`config.mk`:
```
export PLATFORM = sky130hd
export DESIGN_NAME = sdq_exec
export DESIGN_NICKNAME = d
export VERILOG_FILES = /design/src/hdl/sdq_pkg.sv /design/src/hdl/sdq_exec.sv
export SDC_FILE = /design/constraint.sdc
export NUM_CORES = 1
export LEC_CHECK = 0
export BUFFER_PORTS_ARGS = -buffer_cell sky130_fd_sc_hd__clkbuf_2
export CORE_UTILIZATION = 50
export DETAILED_ROUTE_END_ITERATION = 12
export PLACE_DENSITY_LB_ADDON = 0.1
export SLEW_MARGIN = 20
export SYNTH_ARGS = -nofsm -noshare
export SYNTH_HDL_FRONTEND = slang
export SYNTH_SLANG_ARGS = --single-unit
```
`constraint.sdc`:
```
create_clock -name vclk -period 3.6
set_clock_uncertainty 0.05 [all_clocks]
set_input_delay 0.54 -clock vclk [all_inputs]
set_output_delay 0.54 -clock vclk [all_outputs]
set_load 0.02 [all_outputs]
```
`src/hdl/sdq_pkg.sv`:
```
package sdq_pkg;

	// Geometry. Both counts are powers of two so that ring and slot arithmetic wraps
	// by truncation and an element address is the block index above the slot index.
	localparam int NUM_BLOCKS  = 16;
	localparam int BLOCK_SLOTS = 16;
	localparam int DATA_WIDTH  = 32;

	localparam int BLK_W       = $clog2(NUM_BLOCKS);
	localparam int SLOT_W      = $clog2(BLOCK_SLOTS);
	localparam int FILL_W      = $clog2(BLOCK_SLOTS + 1);
	localparam int USED_W      = $clog2(NUM_BLOCKS + 1);
	localparam int STORE_DEPTH = NUM_BLOCKS * BLOCK_SLOTS;
	localparam int ADDR_W      = BLK_W + SLOT_W;

	// Field widths of the request and response.
	localparam int OPCODE_W = 3;
	localparam int VALUE_W  = 32;
	localparam int POS_W    = 8;
	localparam int STATUS_W = 2;
	localparam int COUNT_W  = 9;

	localparam logic [SLOT_W-1:0] SLOT_MAX = SLOT_W'(BLOCK_SLOTS - 1);

	localparam logic [OPCODE_W-1:0] OP_PUSH_BACK  = 3'd0;
	localparam logic [OPCODE_W-1:0] OP_PUSH_FRONT = 3'd1;
	localparam logic [OPCODE_W-1:0] OP_POP_BACK   = 3'd2;
	localparam logic [OPCODE_W-1:0] OP_POP_FRONT  = 3'd3;
	localparam logic [OPCODE_W-1:0] OP_READ_AT    = 3'd4;
	localparam logic [OPCODE_W-1:0] OP_CLEAR      = 3'd5;

	localparam logic [STATUS_W-1:0] ST_OK    = 2'd0;
	localparam logic [STATUS_W-1:0] ST_FULL  = 2'd1;
	localparam logic [STATUS_W-1:0] ST_EMPTY = 2'd2;
	localparam logic [STATUS_W-1:0] ST_RANGE = 2'd3;

	typedef struct packed {
		logic [SLOT_W-1:0] first;
		logic [SLOT_W-1:0] last;
		logic [FILL_W-1:0] fill;
	} desc_t;

	localparam int DESC_W = $bits(desc_t);

	// Everything one operation changes, as worked out in the execute cycle.
	typedef struct packed {
		logic [STATUS_W-1:0] status;
		logic                rd_ok;
		logic [BLK_W-1:0]    head;
		logic [BLK_W-1:0]    tail;
		logic [USED_W-1:0]   used;
		logic [COUNT_W-1:0]  count;
		logic                clear_all;
		logic                desc_we;
		logic [BLK_W-1:0]    desc_addr;
		desc_t               desc;
		logic                elem_we;
		logic                elem_re;
		logic [ADDR_W-1:0]   elem_addr;
	} upd_t;

endpackage

```
`src/hdl/sdq_exec.sv`:
```
module sdq_exec (
	input  logic [sdq_pkg::OPCODE_W-1:0] op,
	input  logic [sdq_pkg::POS_W-1:0]    pos,
	input  sdq_pkg::desc_t               desc,
	input  logic [sdq_pkg::BLK_W-1:0]    head,
	input  logic [sdq_pkg::BLK_W-1:0]    tail,
	input  logic [sdq_pkg::USED_W-1:0]   used,
	input  logic [sdq_pkg::COUNT_W-1:0]  count,
	output sdq_pkg::upd_t                upd
);
	import sdq_pkg::*;

	logic              open_new;
	logic              ring_full;
	logic              is_empty;
	logic [BLK_W-1:0]  blk;
	logic [SLOT_W-1:0] slot;
	logic [POS_W-1:0]  rest;

	assign ring_full = (used == USED_W'(NUM_BLOCKS));
	assign is_empty  = (count == '0) || (used == '0);
	assign rest      = POS_W'(pos - POS_W'(desc.fill));

	always_comb begin
		upd           = '0;
		upd.status    = ST_OK;
		upd.head      = head;
		upd.tail      = tail;
		upd.used      = used;
		upd.count     = count;
		upd.desc_addr = tail;
		open_new      = 1'b0;
		blk           = tail;
		slot          = '0;

		case (op)
			OP_PUSH_BACK: begin
				open_new = (used == '0) || (desc.last == SLOT_MAX);
				if (open_new && ring_full) begin
					upd.status = ST_FULL;
				end else begin
					blk  = open_new ? ((used != '0) ? BLK_W'(tail + 1'b1) : head) : tail;
					slot = open_new ? '0 : SLOT_W'(desc.last + 1'b1);
					upd.tail       = blk;
					upd.used       = USED_W'(used + open_new);
					upd.count      = COUNT_W'(count + 1'b1);
					upd.desc_we    = 1'b1;
					upd.desc_addr  = blk;
					upd.desc.first = open_new ? '0 : desc.first;
					upd.desc.last  = slot;
					upd.desc.fill  = open_new ? FILL_W'(1) : FILL_W'(desc.fill + 1'b1);
					upd.elem_we    = 1'b1;
					upd.elem_addr  = {blk, slot};
				end
			end
			OP_PUSH_FRONT: begin
				open_new = (used == '0) || ((desc.fill != '0) && (desc.first == '0));
				if (open_new && ring_full) begin
					upd.status = ST_FULL;
				end else begin
					blk  = open_new ? ((used != '0) ? BLK_W'(head - 1'b1) : tail) : head;
					slot = open_new ? SLOT_MAX : SLOT_W'(desc.first - 1'b1);
					upd.head       = blk;
					upd.used       = USED_W'(used + open_new);
					upd.count      = COUNT_W'(count + 1'b1);
					upd.desc_we    = 1'b1;
					upd.desc_addr  = blk;
					upd.desc.first = slot;
					upd.desc.last  = open_new ? SLOT_MAX : desc.last;
					upd.desc.fill  = open_new ? FILL_W'(1) : FILL_W'(desc.fill + 1'b1);
					upd.elem_we    = 1'b1;
					upd.elem_addr  = {blk, slot};
				end
			end
			OP_POP_BACK: begin
				if (is_empty) begin
					upd.status = ST_EMPTY;
				end else begin
					upd.count     = COUNT_W'(count - 1'b1);
					upd.desc_we   = 1'b1;
					upd.desc_addr = tail;
					if (desc.fill <= FILL_W'(1)) begin
						// The end block empties: release it and step the tail back.
						upd.desc = '0;
						upd.tail = (used != USED_W'(1)) ? BLK_W'(tail - 1'b1) : head;
						upd.used = USED_W'(used - 1'b1);
					end else begin
						upd.desc.first = desc.first;
						upd.desc.last  = SLOT_W'(desc.last - 1'b1);
						upd.desc.fill  = FILL_W'(desc.fill - 1'b1);
					end
				end
			end
			OP_POP_FRONT: begin
				if (is_empty) begin
					upd.status = ST_EMPTY;
				end else begin
					upd.count     = COUNT_W'(count - 1'b1);
					upd.desc_we   = 1'b1;
					upd.desc_addr = head;
					if (desc.fill <= FILL_W'(1)) begin
						upd.desc = '0;
						upd.head = (used != USED_W'(1)) ? BLK_W'(head + 1'b1) : tail;
						upd.used = USED_W'(used - 1'b1);
					end else begin
						upd.desc.first = SLOT_W'(desc.first + 1'b1);
						upd.desc.last  = desc.last;
						upd.desc.fill  = FILL_W'(desc.fill - 1'b1);
					end
				end
			end
			OP_READ_AT: begin
				if (COUNT_W'(pos) >= count) begin
					upd.status = ST_RANGE;
				end else begin
					// Inside the head block the slot is offset from its first slot;
					// past it, the blocks that follow are counted from slot zero.
					if (COUNT_W'(pos) < COUNT_W'(desc.fill)) begin
						blk  = head;
						slot = SLOT_W'(desc.first + SLOT_W'(pos));
					end else begin
						blk  = BLK_W'(head + BLK_W'(rest >> SLOT_W) + 1'b1);
						slot = SLOT_W'(rest);
					end
					upd.rd_ok     = 1'b1;
					upd.elem_re   = 1'b1;
					upd.elem_addr = {blk, slot};
				end
			end
			OP_CLEAR: begin
				upd.clear_all = 1'b1;
				upd.head      = '0;
				upd.tail      = '0;
				upd.used      = '0;
				upd.count     = '0;
			end
			default: begin
			end
		endcase
	end
endmodule

```
* After elaboration in Yosys (flattened, before gate mapping) *
Cells that the tools add are included.

word-level totals
  word-level logic and storage cells = 90
  register bits after elaboration = 0
  bits of input ports = 46
  output and inout bits = 54

operators by class
  reductions and logical operators = 13
  multiplexer cells = 47
  equal/unequal tests = 8
  add/sub/neg operators = 19
  order comparisons = 3

operator list
  operator               number
  $mux W18               4
  $pmux W18 S4           1
  $pmux W14 S5           1
  $mux W4                15
  $mux W19               2
  $mux W14               2
  $mux W13               2
  $pmux W4 S3            2
  $pmux W8 S3            1
  $add A4 B1 Y4 const B  5
  $mux W9                2
  $mux W8                2
  $sub A4 B1 Y4 const B  4
  $mux W5                3
  $add A5 B1 Y5          2
  $reduce_bool A5 Y1     2
  $sub A5 B1 Y5 const B  2
  $add A9 B1 Y9 const B  1
  $ge A8 B9 Y1           1
  $logic_not A9 Y1       1
  $sub A9 B1 Y9 const B  1
  $add A4 B4 Y4          2
  $lt A8 B5 Y1           1
  $pmux W2 S4            1
  other kinds (18)       30

* Logic depth before layout (Yosys ltp) *
  depth after elaboration = 6
  mapped depth = 14
  mapped depth without buffers = 14

* Worst setup path before layout *
OpenSTA, ideal clock, no wires.

  kind = input to output
  start point = input port pos[0] (netlist bit)
  end point = output port upd[7] (netlist bit)
  required time = 3010 ps
  data arrival time = 3070 ps
  path slack = -60 ps
  stages on the path = 14
  path buffers = 0
  cells stage by stage = inv_1 -> ha_1 -> fa_1 -> nor2b_1 -> o31a_1 -> nor3_1 -> xor2_1 -> ha_1 -> a21o_1 -> a31oi_1 -> xnor2_1 -> xnor2_1 -> a211o_1 -> nand3_1

RTL lines
  item         RTL line       text
  from (decl)  sdq_exec.sv:3  input logic [sdq_pkg::POS_W-1:0] pos,
  to (decl)    sdq_exec.sv:9  output sdq_pkg::upd_t upd

==> flow_summary.ini <==
[global_route]
grt_usage_pct = 32.2
grt_max_degree = 17
grt_pass1_wl_mm = 19.0
grt_overflow = 0
grt_pass1_vias = 4032
antenna_found_initial = 0

[final_layout]
area_growth_pct = 30.6
nets = 713
layout-drive-gt1-share_pct = 32.9
nFillCells = 569
ff_latch_area_um2 = 0
num_antenna_cells = 0
multiInputGateArea_um2 = 3110
numSequentialCells = 0
nClkBuffers = 0

[power_and_ir_drop]
p_leak_uw = 0.00207
peakVddDrop_uv = 111
p_per_area_nw_per_um2 = 146
p_total_uw = 631

[route]
met1Wirelength_mm = 5.00
drt.antenna.violating_nets = 0
wl_met3_um = 849
top_layer = met4
vias = 4397
met2_length_mm = 5.38
firstDrtPassIters = 6
drtIter0Drc = 489
wl_per_cell_um = 16.5
drc = 0
via_per_inst = 6.30
drt_wl_total_mm = 11.5

[floorplan]
dieWidth_um = 83.3
start_util_pct = 52.0
fp.dieH_um = 83.3
die-area_um2 = 6940
core_area_um2 = 6350
ios = 100
num_rows = 29

[placement]
gp_congestion = 0.989
io_buffers = 100
dp_hpwl_mm = 9.09
pre_cts_slack_ns = -0.297

[critical_path]
crit_arrival_ns = 3.08
crit_family = adder cells
worst_ep_required_time_ns = 3.01
crit_buf_inv = 3
endpoint_kind = output pin
crit_path_start_kind = input port
critPathMaxFanout = 2
criticalPathCategory = input port to output pin
cp_slowest_cell = fa_2
slowest_delay_ns = 0.36
path_cells = buf_8 -> inv_4 -> ha_4 -> fa_2 -> nor2b_4 -> o31a_1 -> nor3_2 -> xor2_1 -> ha_1 -> a21o_1 -> a31oi_2 -> xnor2_1 -> xnor2_1 -> a211o_1 -> nand3_2 -> buf_8
cp.depth = 16

[synthesis]
ys_warn_count = 0
ys_types = 75
synth_fp_nets = 585
synth.avg_cell_area_um2 = 6.67
yosysTopAreaCellShare_pct = 15.5
seq_area_frac_synth_pct = 0
yosysTopAreaCell = ha_1
netlist_area_um2 = 3300
syn-instance-count = 495
synth_area_leaders = ha_1 (16%), nand2_1 (6.3%), xnor2_1 (4.8%), nor2_1 (4.5%), a21oi_1 (4.2%)

[run_status]
status = finished with violations
violations = setup timing

[min_path]
hold_depth = 3
hold_class = input port to output pin

[timing]
maxSlewHeadroom_pct = 46.1
hold_viol_final = 0
finalWorstSetupSlack_ns = -0.0672
fin_crit_sh_pct = 102
finalSetupViolations = 2
slew_viol_final = 0
rsz0062_at_grt = true
tightest_slew_ns = 0.803
period_minus_slack_ns = 3.67
clock.fmax_ghz = 0.273

[flow_run]
cap_violations = 0
==> layout by cell type, fill, tap and decap left out, types with 11 or more instances in the layout <==
master | synthesis | routed
nor2_1 | 40 | 40
o21ai_0 | 24 | 24
xnor2_1 | 18 | 17
buf_4 | 2 | 56
nand2_1 | 55 | 55
o21ai_1 | 20 | 20
inv_1 | 37 | 34
xor2_1 | 11 | 11
nand3_1 | 23 | 22
nor3_1 | 17 | 16
a21oi_1 | 28 | 28
ha_1 | 41 | 34
clkbuf_2 | 0 | 94
==> final cells by class <==
type / count / share of cell area [%]
Inverter: 40 / 3.60
Timing Repair Buffer: 154 / 22.0
Multi-Input combinational cell: 427 / 72.2
Tap cell: 77 / 2.23
==> worst min-delay path, stage by stage <==
cell	delay (ns)
clkbuf_2	0.13
o41ai_2	0.08
clkbuf_2	0.14
==> repair_timing <==
item | CTS | global route
endpoints found under the setup margin | 4 | 8
hold buffers | 0 | 0
resized for setup | 15 | 23
setup buffers | 4 | 3
pin swaps | 10 | 11
==> Yosys cell counts, drive strengths merged, types with 4 or more instances <==
cell type and n:
clkbuf 13, nor3 18, inv 40, nand2 55, a221o 6, mux2i 6, xor2 11, o21ai 47
nand3 24, o211ai 8, a22oi 6, ha 41, a211o 5, o22ai 5, nor2b 5, a31oi 6
nor2 43, o221ai 6, xnor2 18, a32oi 4, buf 15, o21a 5, and3 7, a21oi 32
nand4 4, a21o 6, a211oi 4
==> through the flow <==
step	utilization (%)	cells	TNS [ns]	cell area, µm²	hold WS (ns)
after floorplan	-	495	0	3310	1.14
after global placement	65.1	692	-0.299	4130	1.39
after detailed placement	65.1	692	-0.423	4130	1.39
after CTS	66.3	695	-0.286	4210	1.39
after global routing	67.9	698	-0.411	4310	1.41
final	67.9	698	-0.129	4310	1.38
==> power breakdown <==
part / switching, µW / internal [µW]
Clock: 0 / 0
Sequential: 0 / 0
Combinational: 368 / 263
Total: 368 / 263
==> layer usage <==
metal / track usage [%] / vias up
li1: - / 2086
met1: 43.0 / 2023
met2: 55.0 / 252
met3: 1.99 / 36
met4: 10.2 / 0
met5: 0 / -
==> kinds of logic after synthesis <==
group           count (synthesis)  share of synthesized area (%)
compound gates                167                           35.8
xor+xnor                       29                           7.69
fa+ha+maj                      44                           17.3
buf+inv                        68                           8.67
mux                             8                           2.50
simple gates                  179                           28.0
==> worst paths after layout <==
path,startpoint,endpoint
max,pos[0],upd[7]
min,count[8],upd[37]
(Power assumes the default switching activity.)
